[src/rth_pkg.sv]
`timescale 1ns / 1ps
// ----------------------------------------------------------------------------
// rth_pkg: shared types and constants for the RGB to HSL converter
// Channel widths, divider depth and the hue sector code.
// ----------------------------------------------------------------------------
package rth_pkg;

  localparam int CH_W              = 8;   // colour channel width
  localparam int HUE_W             = 9;   // hue, 0..359
  localparam int SUM_W             = 9;   // max + min, 0..510
  localparam int HUE_NUM_W         = 17;  // hue numerator, below 360 * 255
  localparam int SAT_FRAC_BITS_DEF = 16;
  localparam int DIV_STAGES        = 5;   // register stages in each divider

  // which channel is the maximum, and for red which side of zero the hue lies
  typedef enum logic [1:0] {
    HSEL_RED_POS,
    HSEL_RED_NEG,
    HSEL_GREEN,
    HSEL_BLUE
  } hsel_t;

endpackage

[src/rgb_to_hsl.sv]
`timescale 1ns / 1ps
// ----------------------------------------------------------------------------
// rgb_to_hsl: 8-bit RGB pixel to hue, saturation and lightness
// Pipelined converter with exact integer hue and saturation division.
// ----------------------------------------------------------------------------
// Usage:
//   s_* carries one pixel per transfer (red, green, blue in tdata).
//   m_* carries one result per pixel, in order: hue in whole degrees
//   (floor, 0..359), saturation in unsigned fixed point with SAT_FRAC_BITS
//   fraction bits (floor, 1.0 at full saturation) and max + min (0..510).
//   Grey pixels give hue 0 and saturation 0.
//   The pipeline holds two stages of max/min and numerator set-up, the
//   divider stages, and the output register. Throughput is one pixel per
//   clock while m_tready allows it; the hue and saturation dividers each
//   retire ceil(quotient bits / DIV_STAGES) bits per stage.
//   The whole pipeline advances together; when m_tready is low with a
//   result held, s_tready drops and every stage holds its contents.
//   Reset clears all valid bits; no result is pending afterwards.
// ----------------------------------------------------------------------------
module rgb_to_hsl #(
  parameter int SAT_FRAC_BITS = rth_pkg::SAT_FRAC_BITS_DEF
) (
  input  logic clk,
  input  logic rst,
  input  logic s_tvalid,
  output logic s_tready,
  input  logic [3*rth_pkg::CH_W-1:0] s_tdata,  // red, green, blue
  output logic m_tvalid,
  input  logic m_tready,
  // hue, saturation, lightness_sum, zero fill
  output logic [((rth_pkg::HUE_W + SAT_FRAC_BITS + 1 + rth_pkg::SUM_W + 7) / 8) * 8 - 1:0]
               m_tdata
);

  localparam int CH_W    = rth_pkg::CH_W;
  localparam int HUE_W   = rth_pkg::HUE_W;
  localparam int SUM_W   = rth_pkg::SUM_W;
  localparam int HNUM_W  = rth_pkg::HUE_NUM_W;
  localparam int SAT_W   = SAT_FRAC_BITS + 1;
  localparam int SNUM_W  = CH_W + SAT_FRAC_BITS;
  localparam int STAGES  = rth_pkg::DIV_STAGES;
  localparam int FIELD_W = HUE_W + SAT_W + SUM_W;
  localparam int OUT_W   = ((FIELD_W + 7) / 8) * 8;

  logic en;
  assign en       = !m_tvalid || m_tready;
  assign s_tready = en;

  // ---------------- stage 1: max, min, sector, difference ----------------
  logic [CH_W-1:0]  red, green, blue;
  logic [CH_W-1:0]  mx_c, mn_c;
  logic signed [CH_W:0] diff_c;
  rth_pkg::hsel_t   hsel_c;

  assign red   = s_tdata[CH_W-1:0];
  assign green = s_tdata[2*CH_W-1:CH_W];
  assign blue  = s_tdata[3*CH_W-1:2*CH_W];

  always_comb begin
    mx_c = red;
    mn_c = red;
    if (green > mx_c) mx_c = green;
    if (blue > mx_c)  mx_c = blue;
    if (green < mn_c) mn_c = green;
    if (blue < mn_c)  mn_c = blue;
    // red wins ties, then green
    priority if (mx_c == red) begin
      diff_c = $signed({1'b0, green}) - $signed({1'b0, blue});
      hsel_c = (green >= blue) ? rth_pkg::HSEL_RED_POS : rth_pkg::HSEL_RED_NEG;
    end else if (mx_c == green) begin
      diff_c = $signed({1'b0, blue}) - $signed({1'b0, red});
      hsel_c = rth_pkg::HSEL_GREEN;
    end else begin
      diff_c = $signed({1'b0, red}) - $signed({1'b0, green});
      hsel_c = rth_pkg::HSEL_BLUE;
    end
  end

  logic                 v1;
  logic [CH_W-1:0]      s1_d;
  logic [SUM_W-1:0]     s1_sum;
  logic signed [CH_W:0] s1_diff;
  rth_pkg::hsel_t       s1_hsel;

  always_ff @(posedge clk) begin
    if (rst) begin
      v1 <= 1'b0;
    end else if (en) begin
      v1 <= s_tvalid;
    end
  end

  always_ff @(posedge clk) begin
    if (en) begin
      s1_d    <= mx_c - mn_c;
      s1_sum  <= SUM_W'(mx_c) + SUM_W'(mn_c);
      s1_diff <= diff_c;
      s1_hsel <= hsel_c;
    end
  end

  // ---------------- stage 2: numerators and saturation divisor ----------------
  logic [HNUM_W-1:0]        base_c;
  logic signed [HNUM_W+1:0] hnum_wide;
  logic [CH_W-1:0]          sden_c;

  always_comb begin
    unique case (s1_hsel)
      rth_pkg::HSEL_RED_POS: base_c = '0;
      rth_pkg::HSEL_RED_NEG: base_c = HNUM_W'(s1_d) * HNUM_W'(360);
      rth_pkg::HSEL_GREEN:   base_c = HNUM_W'(s1_d) * HNUM_W'(120);
      rth_pkg::HSEL_BLUE:    base_c = HNUM_W'(s1_d) * HNUM_W'(240);
      default:               base_c = '0;
    endcase
    hnum_wide = $signed({2'b00, base_c}) + (HNUM_W+2)'(s1_diff) * $signed((HNUM_W+2)'(60));
    // dark half divides by the sum, light half by 510 - sum
    sden_c = (s1_sum <= SUM_W'(255)) ? s1_sum[CH_W-1:0]
                                     : CH_W'(SUM_W'(510) - s1_sum);
  end

  logic              v2;
  logic              s2_grey;
  logic [SUM_W-1:0]  s2_sum;
  logic [HNUM_W-1:0] s2_hnum;
  logic [CH_W-1:0]   s2_hden;
  logic [SNUM_W-1:0] s2_snum;
  logic [CH_W-1:0]   s2_sden;

  always_ff @(posedge clk) begin
    if (rst) begin
      v2 <= 1'b0;
    end else if (en) begin
      v2 <= v1;
    end
  end

  always_ff @(posedge clk) begin
    if (en) begin
      s2_grey <= (s1_d == '0);
      s2_sum  <= s1_sum;
      s2_hnum <= hnum_wide[HNUM_W-1:0];
      s2_hden <= s1_d;
      s2_snum <= {s1_d, {SAT_FRAC_BITS{1'b0}}};
      s2_sden <= sden_c;
    end
  end

  // ---------------- divider stages ----------------
  logic [HUE_W-1:0] hue_q;
  logic [SAT_W-1:0] sat_q;

  rth_div #(
    .NUM_W  (HNUM_W),
    .DEN_W  (CH_W),
    .Q_W    (HUE_W),
    .STAGES (STAGES)
  ) u_hue_div (
    .clk (clk),
    .en  (en),
    .num (s2_hnum),
    .den (s2_hden),
    .quo (hue_q)
  );

  rth_div #(
    .NUM_W  (SNUM_W),
    .DEN_W  (CH_W),
    .Q_W    (SAT_W),
    .STAGES (STAGES)
  ) u_sat_div (
    .clk (clk),
    .en  (en),
    .num (s2_snum),
    .den (s2_sden),
    .quo (sat_q)
  );

  // side data travelling alongside the dividers
  logic             vd     [STAGES];
  logic             grey_d [STAGES];
  logic [SUM_W-1:0] sum_d  [STAGES];

  always_ff @(posedge clk) begin
    if (rst) begin
      for (int i = 0; i < STAGES; i++) vd[i] <= 1'b0;
    end else if (en) begin
      vd[0] <= v2;
      for (int i = 1; i < STAGES; i++) vd[i] <= vd[i-1];
    end
  end

  always_ff @(posedge clk) begin
    if (en) begin
      grey_d[0] <= s2_grey;
      sum_d[0]  <= s2_sum;
      for (int i = 1; i < STAGES; i++) begin
        grey_d[i] <= grey_d[i-1];
        sum_d[i]  <= sum_d[i-1];
      end
    end
  end

  // ---------------- output register ----------------
  logic [HUE_W-1:0] hue;
  logic [SAT_W-1:0] saturation;
  logic [SUM_W-1:0] lightness_sum;

  always_ff @(posedge clk) begin
    if (rst) begin
      m_tvalid <= 1'b0;
    end else if (en) begin
      m_tvalid <= vd[STAGES-1];
    end
  end

  always_ff @(posedge clk) begin
    if (en) begin
      hue           <= grey_d[STAGES-1] ? '0 : hue_q;
      saturation    <= grey_d[STAGES-1] ? '0 : sat_q;
      lightness_sum <= sum_d[STAGES-1];
    end
  end

  assign m_tdata = {{(OUT_W - FIELD_W){1'b0}}, lightness_sum, saturation, hue};

  // ---------------- assertions ----------------
  a_hue_range : assert property (@(posedge clk) disable iff (rst)
    m_tvalid |-> (hue < HUE_W'(360)))
    else $error("hue out of range");

  a_sat_range : assert property (@(posedge clk) disable iff (rst)
    m_tvalid |-> (saturation <= (SAT_W'(1) << SAT_FRAC_BITS)))
    else $error("saturation above one");

  a_hue_needs_sat : assert property (@(posedge clk) disable iff (rst)
    (m_tvalid && (hue != '0)) |-> (saturation != '0))
    else $error("coloured hue with zero saturation");

  a_stall_only_blocked : assert property (@(posedge clk) disable iff (rst)
    !s_tready |-> (m_tvalid && !m_tready))
    else $error("input stalled without a blocked result");

  a_hold_on_stall : assert property (@(posedge clk) disable iff (rst)
    (m_tvalid && !m_tready) |=> (vd[STAGES-1] == $past(vd[STAGES-1])))
    else $error("pipeline moved during stall");

endmodule

[src/rth_div.sv]
`timescale 1ns / 1ps
// ----------------------------------------------------------------------------
// rth_div: pipelined restoring divider
// Unsigned num / den over STAGES register stages, ceil(Q_W / STAGES) quotient
// bits per stage. The caller guarantees num < den << Q_W. Advances on en only.
// ----------------------------------------------------------------------------
module rth_div #(
  parameter int NUM_W  = 17,
  parameter int DEN_W  = rth_pkg::CH_W,
  parameter int Q_W    = 9,
  parameter int STAGES = rth_pkg::DIV_STAGES
) (
  input  logic             clk,
  input  logic             en,
  input  logic [NUM_W-1:0] num,
  input  logic [DEN_W-1:0] den,
  output logic [Q_W-1:0]   quo
);

  localparam int BPS   = (Q_W + STAGES - 1) / STAGES;
  localparam int PAD_Q = BPS * STAGES;
  localparam int RW    = DEN_W + PAD_Q;

  // index 0 is the unregistered input side
  logic [RW-1:0]    rem   [STAGES];
  logic [DEN_W-1:0] den_p [STAGES];
  logic [PAD_Q-1:0] quo_p [STAGES+1];

  assign rem[0]   = RW'(num);
  assign den_p[0] = den;
  assign quo_p[0] = '0;

  for (genvar s = 0; s < STAGES; s++) begin : g_stage
    logic [RW-1:0]    rem_c;
    logic [PAD_Q-1:0] quo_c;

    always_comb begin
      rem_c = rem[s];
      quo_c = quo_p[s];
      for (int j = 0; j < BPS; j++) begin
        if (rem_c >= (RW'(den_p[s]) << (PAD_Q - 1 - s * BPS - j))) begin
          rem_c = rem_c - (RW'(den_p[s]) << (PAD_Q - 1 - s * BPS - j));
          quo_c[PAD_Q - 1 - s * BPS - j] = 1'b1;
        end
      end
    end

    always_ff @(posedge clk) begin
      if (en) begin
        quo_p[s+1] <= quo_c;
      end
    end

    // the last stage keeps only its quotient
    if (s < STAGES - 1) begin : g_carry
      always_ff @(posedge clk) begin
        if (en) begin
          rem[s+1]   <= rem_c;
          den_p[s+1] <= den_p[s];
        end
      end
    end
  end

  assign quo = quo_p[STAGES][Q_W-1:0];

endmodule

[config.mk]
export PLATFORM = sky130hd
export DESIGN_NAME = rgb_to_hsl
export DESIGN_NICKNAME = d
export VERILOG_FILES = /design/src/rth_pkg.sv /design/src/rgb_to_hsl.sv /design/src/rth_div.sv
export SDC_FILE = /design/constraint.sdc
export NUM_CORES = 1
export LEC_CHECK = 0
export BUFFER_PORTS_ARGS = -buffer_cell sky130_fd_sc_hd__buf_2
export CORE_ASPECT_RATIO = 0.7
export CORE_UTILIZATION = 35
export DETAILED_ROUTE_END_ITERATION = 7
export SYNTH_ARGS = -nofsm -noshare
export SYNTH_HDL_FRONTEND = slang
export SYNTH_SLANG_ARGS = --single-unit
[constraint.sdc]
create_clock -name clk -period 20.9 [get_ports clk]
set_clock_uncertainty 0.05 [all_clocks]
set_input_delay 1.045 -clock clk [delete_from_list [all_inputs] [get_ports clk]]
set_output_delay 1.045 -clock clk [all_outputs]
set_load 0.01 [all_outputs]
==> impl.org, run 1 <==
** Place
- Buffers placed on the I/O ports in this run total 64.
- Placer's final routability congestion estimate :: roughly 0.91
- Total half-perimeter wirelength after legalization and detailed placement :: 68,300 um
- Counting tap cells, the placed design contains a total of 5,253 instances.

** CTS
- Clock Tree Root :: clkbuf_16
- Level count of the clock H-tree :: 2
- Inserted Clock Buffers :: 46
- Setup Buffers After CTS :: 0
- In this run, post-CTS hold repair placed 0 buffers.
- Clock Sink Count :: 421
- TritonCTS built the clock tree.
- The number of gates resized after CTS was 0.
- For the worst-skew pair, the clock arrives at the later sink with an insertion delay of about 0.63 ns.
- After clock tree synthesis, the clock-pin slew on the worst setup and hold paths is 0.07 ns.
- Largest buffer count on any clock path :: 3

** Route
- After detailed routing, the number of remaining DRC violations is 0.
- The pre-antenna-repair detailed-routing pass consisted of 6 iterations.
- For this block, the initial DRC count from the detailed router was about 2.2k.
- Summing over every cut layer, the via total after detailed routing is 28.3k.
- Overall routed net length :: 86,300 um
- Dividing the detail-routed via count by the number of cells gives 5.29.
- Routed WL per cell :: 16.2 um
- Once detail routing completed, the nets flagged for antenna violations numbered 0.

** Critical path
- Critical path endpoint category :: flop
- In this design, the critical path's most frequently occurring cell is o21a_1.
- Startpoint class of the critical path :: flop
- Along the worst path, the maximum fanout reaches 19.
- WP data arrival :: 12.05 ns
- The largest single stage delay on the critical path is 0.69 ns.
- Cell class contributing the biggest share of worst-path delay :: compound AO/OA/AOI/OAI gates
- Library cell contributing the largest single delay on the critical path :: edfxtp_1
- The worst setup path is of the flop to flop kind.
- Worst path bufs/invs :: 5
- Critical Path RT :: 21.25 ns

** Yosys
- Number of enable flip-flop cells after synthesis :: 418
- Fraction of registers with async set or reset after synthesis :: 0%
- Averaged over all synthesized cells, the footprint is 9.35 um^2.
- Synthesis produced 3,910 cells.
- Yosys synthesis warning count :: 0
- Syn Std Cell Area :: 0.0366 mm^2
- Most instantiated flip-flop cell in the synthesis netlist :: edfxtp_1
- Number of unique standard cell types used by synthesis :: around 120
- In this run, synthesis produced a sequential element count of 421.
- Sequential elements use approximately a third of the synthesized area.

** Min path
- Worst min-delay path category :: flop to flop

** Cells and area
- Excluding fillers, the count of instances in the completed layout stands at 5,339.
- Leaving out fill and tap cells, the most frequent cell in the layout is edfxtp_1.
- Cells with a size suffix above 1 make up between 7 and 8% of the layout.
- Final #Nets :: 4,395
- In the final layout, the multi-input gates occupy approximately 0.022 mm^2.
- The sequential cells in the finished layout cover a total of 0.0126 mm^2.
- Compared with the post-synthesis result, the final layout area differs by 9.19%.
- Most frequent cells in the layout :: edfxtp_1, ha_1, nor2_1
- Inserted Diodes :: 0
- Fill count :: about 10k

** Status
- Run status :: finished clean

** Global route
- Global routing met3 resource utilization :: 2.21%
- Summed over all layers, the global routing overflow is 0.
- Global-route total usage across every layer :: 16.0%
- For this run, global-route usage on met2 was measured as 22.9%.
- For met1 alone, demand over resource in global routing was 25.4%.
- After global routing, the most crowded layer is met1.
- Pin count of the biggest net entering global routing :: between 70 and 80
- The first global-routing pass estimated 140,000 um of wire.
- The number of global-route vias before repair came to 26.4k.
- The number of antenna violations at the first check in global routing is 0.

** Timing
- Setup violations remaining at the end of the flow were counted as 0.
- Summed over all failing endpoints, the final setup total negative slack is 0 ns.
- Derived from the worst setup path, the maximum achievable clock frequency is 85.5 MHz.
- Pins Over Slew Limit :: 0
- Setup repair after global routing left no endpoint under its margin.
- The count of endpoints failing hold in the final timing report came to 0.
- At the pin with the least slew margin, the transition time is 1.21 ns.
- The final critical path takes up 56.0% of the cycle.
- Max transition margin :: 18.8%
- The worst path in the final design needs a cycle of 11.70 ns, including I/O delays and setup.

** Die
- Width of the die :: 388 um
- The floorplan step defined a die boundary enclosing 0.106 mm^2.
- Ports placed on the boundary :: 70
- For this configuration, the core starts out at a cell density of 35.6%.
- Core region area :: 0.103 mm^2
- Row Count :: 98
- Vert. Die Dim :: 272 um

** Flow run
- Number of maximum-capacitance constraint violations :: 0
==> logic make-up (layout without fill, tap and decap cells) <==
kind of cell / Yosys count / in the layout / synth area share, %
other: 2 / 6 / 0.0205
buffers and inverters: 416 / 491 / 4.44
muxes: 115 / 115 / 3.34
xor gates and xnor gates: 301 / 301 / 7.23
adders and majority gates: 416 / 416 / 15.4
and+or+nand+nor: 1240 / 1240 / 17.3
DFF: 421 / 421 / 34.5
AOI/OAI and AO/OA: 999 / 999 / 17.7
==> per-stage QoR <==
stage          hold WS [ns]  utilization [%]  cell area [um^2]  worst slack, ns
2_1_floorplan         0.350                -             36600            10.63
3_3_place_gp          0.351             37.3             38300             9.53
3_5_place_dp          0.355             37.3             38300             9.28
4_1_cts               0.329             38.8             39900             9.22
5_1_grt               0.335             38.8             39900             8.07
6_report              0.336             38.8             39900             9.20
==> Yosys cell counts, drive strengths merged (29+ instances only) <==
cell type,number,area (um^2)
inv,325,1220
nor2,330,1260
xnor2,212,1860
nand2b,71,444
o21ai,249,1250
nand2,290,1090
fa,59,1180
mux2,50,567
a21oi,260,1310
nand3,78,403
xor2,89,780
and3,30,188
ha,357,4470
mux2i,65,654
a21boi,31,233
o211ai,29,218
o21a,58,443
o21bai,49,379
a211oi,29,228
edfxtp,418,12600
o31ai,57,433
and2,61,382
nand4,65,428
a21o,94,706
nor2b,86,538
nor4,34,264
nor3,77,410
clkbuf,69,259
==> per-layer routing <==
metal | wire [um] | vias to the layer above
li1 | - | 14300
met2 | 34000 | 600
met1 | 46600 | 13300
met3 | 4540 | 68
met5 | 0 | -
met4 | 1080 | 0
==> registers in the layout, indices dropped and copies added, names as in the netlist, 5 cells and up, named ones only <==
name,cells
u_hue_div.den_p,29
u_sat_div.den_p,31
s1_sum,8
hue,9
s2_snum,8
lightness_sum,9
sum_d,41
s2_sden,7
s1_diff,9
u_hue_div.quo,9
u_hue_div.g_stage.quo_c,16
s2_hnum,15
s1_d,8
u_sat_div.rem,71
u_sat_div.g_stage.quo_c,28
s2_sum,8
grey_d,5
u_sat_div.quo,17
saturation,17
u_hue_div.rem,64
vd,5
==> path summary, 6_finish.rpt <==
check                       from                end  slack (ns)  cells past startpoint
max          u_sat_div.den_p[16]  u_sat_div.rem[39]        9.20                     45
min                  sum_d[0][7]        sum_d[1][7]        0.34                      0
max reg2reg  u_sat_div.den_p[16]  u_sat_div.rem[39]        9.20                     45
min reg2reg          sum_d[0][7]        sum_d[1][7]        0.34                      0
==> cell type report <==
cell class / count / share of cell area, %
clock inverters: 35 / 1.11
clock buffers: 51 / 2.93
inverters: 325 / 3.08
multi-input cells: 3077 / 56.0
well taps: 1350 / 4.23
repair buffers: 80 / 1.10
flip-flops and latches: 421 / 31.6
Power of run 1 is not shown: default switching activity piles up to over one toggle a cycle in this logic, so the estimate is an artifact.
==> run 2, diff against run 1 <==
clock period = 11.96 ns   (was 20.9 ns; I/O delays follow)
==> impl.org, run 2 (synthesis gave the netlist of run 1 again) <==
** CTS
- The maximum number of buffers from clock root to sink is 3 (unchanged).
- The later-pin clock latency in the skew report came to 0.61 ns (-0.02 ns).
- The register clock-pin slew on the reported worst setup and hold paths was 0.06 ns (about the same).
- Inserted Clock Buffers :: 46 (unchanged)
- The number of clock sinks seen by CTS came to 421 (unchanged).
- Clock Tree Root :: clkbuf_16
- The maximum level of the CTS H-tree is 2 (unchanged).
- TritonCTS built the clock tree.

** Critical path
- Setup slack on the worst flop-to-flop path :: 1.06 ns (-8.15 ns)
- Worst Reg2Reg Path Length in Cells :: 45 (unchanged)
- The startpoint identified for the worst register-to-register timing path is u_sat_div.den_p[17].
- WP data arrival :: 11.19 ns (-0.86 ns)
- The worst setup path is launched from a flop.
- The highest net fanout along the worst path came to 15 (-4).
- CP max stage delay :: 0.44 ns (-0.25 ns)
- The setup path with the least slack is of type flop to flop.
- In this run the worst setup path terminates at u_sat_div.rem[53].
- Library cell contributing the largest single delay on the critical path :: edfxtp_1
- Critical path endpoint category :: flop
- Tracing the worst setup path back leads to its startpoint at u_sat_div.den_p[17].
- The worst register-to-register path ends at u_sat_div.rem[53].
- Counting stages on the worst path, the most repeated cell is o21a_1.
- Critical Path RT :: 12.24 ns (-9.01 ns)

** Global route
- Global-route total usage across every layer :: 16.2% (+0.14 points)
- The global-route wire length before repair is 142,000 um (+0.93%).
- Antenna violations before repair :: 0 (unchanged)
- Pin count of the biggest net entering global routing :: 112 (+42%)
- The overall overflow remaining after global route came to 0 (unchanged).
- The number of global-route vias before repair was 26.8k (+1.7%).

** Route
- Drc violations :: 0 (unchanged)
- The wire length after detailed routing is 86,500 um (+0.19%).
- The number of iterations in the first detailed-routing pass was 6 (unchanged).
- DR vias :: 28.2k (-0.15%)
- Via count normalized by instance count :: 5.28 (-0.25%)
- The DRC marker count from the first detailed-route iteration was 1,983 (-10%).
- Routed WL per cell :: 16.2 um (about the same)
- Antenna-violating nets left :: 0 (unchanged)

** Cells and area
- Most frequent cells in the layout :: edfxtp_1, ha_1, nor2_1
- Most common cell after layout, fill and taps aside :: edfxtp_1
- Largest registers :: u_sat_div.rem (71), u_hue_div.rem (64), sum_d (41)
- Biggest register :: u_sat_div.rem
- The count of placed standard cells in the final layout, fillers left out was 5,344 (+0.094%).
- The flip-flop count of the largest register, all copies and words added is 71 (unchanged).
- From synthesis to final layout, the design area changed by 9.03%.
- Util after Layout :: 38.8% (-0.057 points)
- The share of post-route cells with drive strength above 1 came to 7.29% (+0.066 points).
- The net count of the finished layout was 4,401 (+0.14%).
- The number of antenna diodes is 0 (unchanged).

** Die
- The floorplan die width came to 388 um (unchanged).
- The number of placement rows came to 98 (unchanged).
- Vert. Die Dim :: 272 um (unchanged)
- Ports placed on the boundary :: 70 (unchanged)
- The die area is 0.106 mm^2 (unchanged).
- The placeable core region is 0.103 mm^2 (unchanged).
- The starting utilization of the core area is 35.6% (unchanged).

** Status
- The flow ran to the end, and the final reports show no timing, DRC or antenna violations.

** Timing
- Number of endpoints failing setup at the final stage :: 0 (unchanged)
- Maximum frequency from static timing analysis :: 91.7 MHz (+7.3%)
- Actual transition at the worst max-transition pin :: 1.25 ns (+0.0357 ns)
- Final period demand of the worst path :: 10.90 ns (-0.793 ns)
- The max-slew violation total from the final report came to 0 (unchanged).
- Max transition margin :: 16.4% (-2.4 points)
- RSZ-0062 raised after global routing :: no
- Total negative setup slack :: 0 ns (unchanged)
- Final setup slack of the worst path :: 1.06 ns (-8.15 ns)
- The count of endpoints failing hold in the final timing report came to 0 (unchanged).
- Crit share post-route :: 91.2% (+35 points)

** Place
- Placed Instances :: 5,257 (+0.076%)
- Placer's final routability congestion estimate :: 0.900 (-0.73%)
- Post-Place Worst Slack :: 0.792 ns (-8.49 ns)
- Total half-perimeter wirelength after legalization and detailed placement :: 68,000 um (-0.42%)
- The number of input and output port buffers inserted is 64 (unchanged).

** Min path
- The tightest min-delay check is of the primary input to flop type.

** Flow run
- The max-capacitance violation count came to 0 (unchanged).
-- run 2: cell count changes in the layout (fill, tap and decap cells not counted), sizes merged --
cell      before  now
clkbuf        51   53
inv          332  330
clkinvlp       3    5
bufinv         7    3
buf           80   86
clkinv        18   19
-- run 2: worst max-delay path: cells and delay by family (launching register included) --
family                   cells  cell delay, ns
AO/OA/AOI/OAI               24            4.98
flip-flops                   1            0.44
XOR/XNOR                     1            0.09
adder cells (fa/ha/maj)      4            1.32
AND/OR/NAND/NOR             12            2.99
buffers and inverters        3            0.55
multiplexers                 1            0.19
-- run 2: final cells by class --
class | count | area, um^2
multi-input combinational | 3077 | 22400
timing repair buffer | 86 | 485
inverter | 325 | 1230
fill | 10200 | 63000
clock inverter | 32 | 314
sequential | 421 | 12600
clock buffer | 53 | 1180
tap | 1350 | 1690
-- run 2: how the worst min path moves through the flow --
stage | start | endpoint | slack [ns] | depth (start not counted)
global route | rst | v1 | 0.13 | 2
CTS | rst | v2 | 0.11 | 2
global placement | sum_d[4][8] | lightness_sum[8] | 0.35 | 0
floorplan | s2_grey | grey_d[0][0] | 0.35 | 0
finish | rst | v2 | 0.16 | 2
detailed placement | grey_d[0][2] | grey_d[0][3] | 0.35 | 0
-- run 2: metrics by stage --
stage | hold slack (ns) | cell area (um^2)
finish | 0.156 | 39900
global route | 0.126 | 39900
CTS | 0.107 | 39800
detailed placement | 0.355 | 38400
global placement | 0.351 | 38400
floorplan | 0.350 | 36600
-- run 2: per-layer routing --
metal / part of all wire [%] / vias to the layer above / wire length (um) / track usage, %
li1: - / 14300 / - / -
met1: 54 / 13200 / 46900 / 25.4
met2: 39 / 573 / 33600 / 23.0
met3: 5.6 / 78 / 4840 / 2.53
met4: 1.4 / 0 / 1180 / 2.99
met5: 0 / - / 0 / 0
-- run 2: what timing repair did --
item                       CTS  global route
gates resized for setup      0             4
setup buffers                0             2
setup endpoints to repair    0            37
hold buffers                 0             0
hold endpoints to repair     0             0
Power of run 2 is left out for the same reason.
==> run 3, diff against run 2 <==
ABC_AREA = 1   (was unset)
==> impl.org, run 3 <==
** Cells and area
- Signed area change from the synthesized netlist to the final layout :: 8.95% (about the same)
- Final #Nets :: 5,460 (+24%)
- The share of post-route cells with drive strength above 1 is 6.61% (-0.68 points).
- Fill count :: 11.0k (+8.5%)
- The flip-flop count of the largest register, all copies and words added came to 71 (unchanged).
- u_sat_div.rem holds more flip-flops than any other register.
- The library cell used most frequently in the layout, excluding fill and tap cells, is nand2_1.
- The top cell types in the final layout, fill and taps aside, are nand2_1, inv_1, nor2_1.
- The largest registers in the layout are u_sat_div.rem (71), u_hue_div.rem (64), sum_d (41).

** Die
- Width of the die :: 398 um (+2.5%)
- Vert. Die Dim :: 279 um (+2.5%)
- Ports placed on the boundary :: 70 (unchanged)
- Die Area :: 0.111 mm^2 (+5.1%)
- Core region area :: 0.109 mm^2 (+5.6%)
- The starting utilization of the core area is 35.4% (-0.17 points).
- Row Count :: 101 (+3.1%)

** Timing
- The timing-limited maximum frequency was 98.5 MHz (+7.4%).
- Setup repair after global routing left no endpoint under its margin.
- Number of endpoints failing setup at the final stage :: 0 (unchanged)
- The relative max-transition margin is 33.1% (+17 points).
- The time the worst path needs with I/O delays and setup came to 10.16 ns (-0.747 ns).
- Actual transition at the worst max-transition pin :: 1.00 ns (-0.247 ns)
- The count of endpoints failing hold in the final timing report is 0 (unchanged).
- The setup TNS is 0 ns (unchanged).
- The max-slew violation total from the final report is 0 (unchanged).
- Crit share post-route :: 84.9% (-6.2 points)

** Critical path
- WP data arrival :: 10.46 ns (-0.73 ns)
- Critical path endpoint category :: flop
- The startpoint identified for the worst register-to-register timing path is u_sat_div.den_p[11].
- The critical path is of the flop to flop type.
- Setup slack on the worst flop-to-flop path :: 1.80 ns (+0.75 ns)
- The largest stage delay on the critical path came to 0.66 ns (+0.22 ns).
- Maximum fanout encountered on the critical timing path :: 29 (+14)
- Critical Path RT :: 12.27 ns (+0.03 ns)
- Among the stages of the critical path, the cell type that occurs most often is nand2_2.
- Library cell contributing the largest single delay on the critical path :: nand4_1
- The endpoint identified for the worst register-to-register timing path is u_sat_div.rem[23].
- Startpoint class of the critical path :: flop
- The number of cells on the worst reg-to-reg path is 46 (+2.2%).

** Route
- The wire length after detailed routing is 94,300 um (+9.1%).
- The met2 wirelength from detailed routing came to 36,400 um (+8.4%).
- Via count normalized by instance count :: 4.94 (-6.5%)
- The via count is 32.1k (+14%).
- Uppermost routed layer :: met4
- Drc violations :: 0 (unchanged)
- Routed WL per cell :: 14.5 um (-10%)
- The number of routed nets with antenna violations is 0 (unchanged).
- Met3 routed WL :: 5370 um (+11%)
- The DRC marker count from the first detailed-route iteration is 2,448 (+23%).
- The met1 wire length is 51,000 um (+8.9%).
- Drt pass-1 iters :: 6 (unchanged)

** Status
- Run status :: finished clean

** Yosys
- Syn Std Cell Area :: 0.0385 mm^2 (+5.1%)
- Average cell area after synthesis :: 7.76 um^2 (-17%)
- Sequential element share of the synthesized area :: 32.8% (-1.7 points)
- Number of unique standard cell types used by synthesis :: 70 (-39%)
- Number of synthesized register bits :: 421 (unchanged)
- The number of flops mapped to enable cells by yosys was 418 (unchanged).
- Most used standard cell by instance count after synthesis :: nand2_1
- Yosys top cell by area :: edfxtp_1
- Commonest cells post-synth :: nand2_1, inv_1, nor2_1
- The synthesis warning total came to 0 (unchanged).
- In the synthesized netlist the dominant register cell turns out to be edfxtp_1.
- Fraction of synthesized cell area taken by the top area cell type :: 32.6% (-1.7 points)
- Ranked by total cell area, the synthesized netlist is headed by edfxtp_1, ha_1, nand2_1.
- Number of instances in the synthesized netlist :: 4,958 (+27%)
- The fraction of registers with async set or reset after synthesis was 0% (unchanged).

** CTS
- In this run the clock root is driven by a clkbuf_16.
- The register clock-pin slew on the reported worst setup and hold paths was 0.06 ns (about the same).
- TritonCTS built the clock tree.
- The later-pin clock latency in the skew report is 0.62 ns (about the same).
- The TritonCTS buffer count was 49 (+6.5%).
- Largest buffer count on any clock path :: 3 (unchanged)
- Level count of the clock H-tree :: 2 (unchanged)
- The post-CTS setup repair buffer count came to 0 (unchanged).
- Clock Sink Count :: 421 (unchanged)
- The post-cts resize count came to 0 (unchanged).
- The number of hold-repair buffers added at the cts stage was 0 (unchanged).

** Global route
- Total congestion overflow after global routing :: 0 (unchanged)
- The maximum number of pins on one net before global-route repair is 174 (+55%).
- Antenna violations before repair :: 0 (unchanged)
- Number of global-route vias before repair :: 29.2k (+9.0%)
- The global-route wire length before repair is 154,000 um (+8.6%).
- The total routing resource utilization after global routing is 16.7% (+0.56 points).

** Min path
- The startpoint identified for the worst hold timing path is s_tvalid.
- Worst hold path stage count :: 3 (+1)
- The path with the worst hold slack has its endpoint at v1.
- The min-delay analysis places its worst path in the category primary input to flop.

** Place
- The last weighted congestion value of the routability-driven placer came to 0.947 (+5.3%).
- The detailed placer's ending HPWL is 75,900 um (+12%).
- Port Buffers :: 64 (unchanged)

** Flow run
- Number of maximum-capacitance constraint violations :: 0 (unchanged)
## run 3: per-layer routing
layer,vias up,track usage (%)
li1,16600,-
met1,14700,26.6
met2,722,23.3
met3,80,2.46
met4,0,3.50
met5,-,0
## run 3: area by class of cell
class / count / area [um^2] / area share, %
Clock buffer: 58 / 1280 / 3.06
Timing Repair Buffer: 71 / 385 / 0.920
Clock inverter: 32 / 358 / 0.854
Tap cell: 1442 / 1800 / 4.31
Multi-Input combinational cell: 3700 / 22500 / 53.8
Antenna cell: 1 / 2.50 / 0.00597
Sequential cell: 421 / 12600 / 30.1
Inverter: 773 / 2920 / 6.97
## run 3: worst max-delay path, delay by kind of cell, from the launching register on
kind	cells	cell delay (ns)
flops	1	0.39
compound gates	14	3.34
fa+ha+maj	4	1.49
buf+inv	6	0.74
simple gates	22	3.84
## run 3: how the worst max path moves through the flow
stage                             start           endpoint  slack, ns  depth (start not counted)
global route        u_sat_div.den_p[11]   u_sat_div.rem[6]       0.75                         46
CTS                 u_sat_div.den_p[15]  u_sat_div.rem[23]       1.83                         46
global placement    u_sat_div.den_p[15]   u_sat_div.rem[5]       1.92                         46
floorplan                      m_tready                 v2       1.53                          4
finish              u_sat_div.den_p[11]  u_sat_div.rem[23]       1.80                         46
detailed placement  u_sat_div.den_p[15]  u_sat_div.rem[18]       1.85                         48
## run 3: cells by family (layout without fill, tap and decap cells)
group | after synthesis | after routing | synth area share [%]
flops | 421 | 421 | 32.8
other cells | 2 | 7 | 0.0195
buf+inv | 841 | 934 | 8.66
xor+xnor | 332 | 332 | 7.56
fa+ha+maj | 416 | 416 | 14.7
compound gates | 769 | 769 | 11.1
simple gates | 2175 | 2175 | 25.1
mux | 2 | 2 | 0.0586
## run 3: stage by stage
stage | hold WS (ns) | instance area, um^2 | util (%) | instances | worst slack [ns]
floorplan | 0.350 | 38500 | - | 4962 | 1.53
global placement | 0.351 | 40200 | 37.0 | 6407 | 1.92
detailed placement | 0.355 | 40200 | 37.0 | 6407 | 1.85
CTS | 0.142 | 41900 | 38.5 | 6497 | 1.83
global route | 0.170 | 41900 | 38.5 | 6497 | 0.746
finish | 0.186 | 41900 | 38.5 | 6498 | 1.80
Power of run 3 is left out for the same reason.
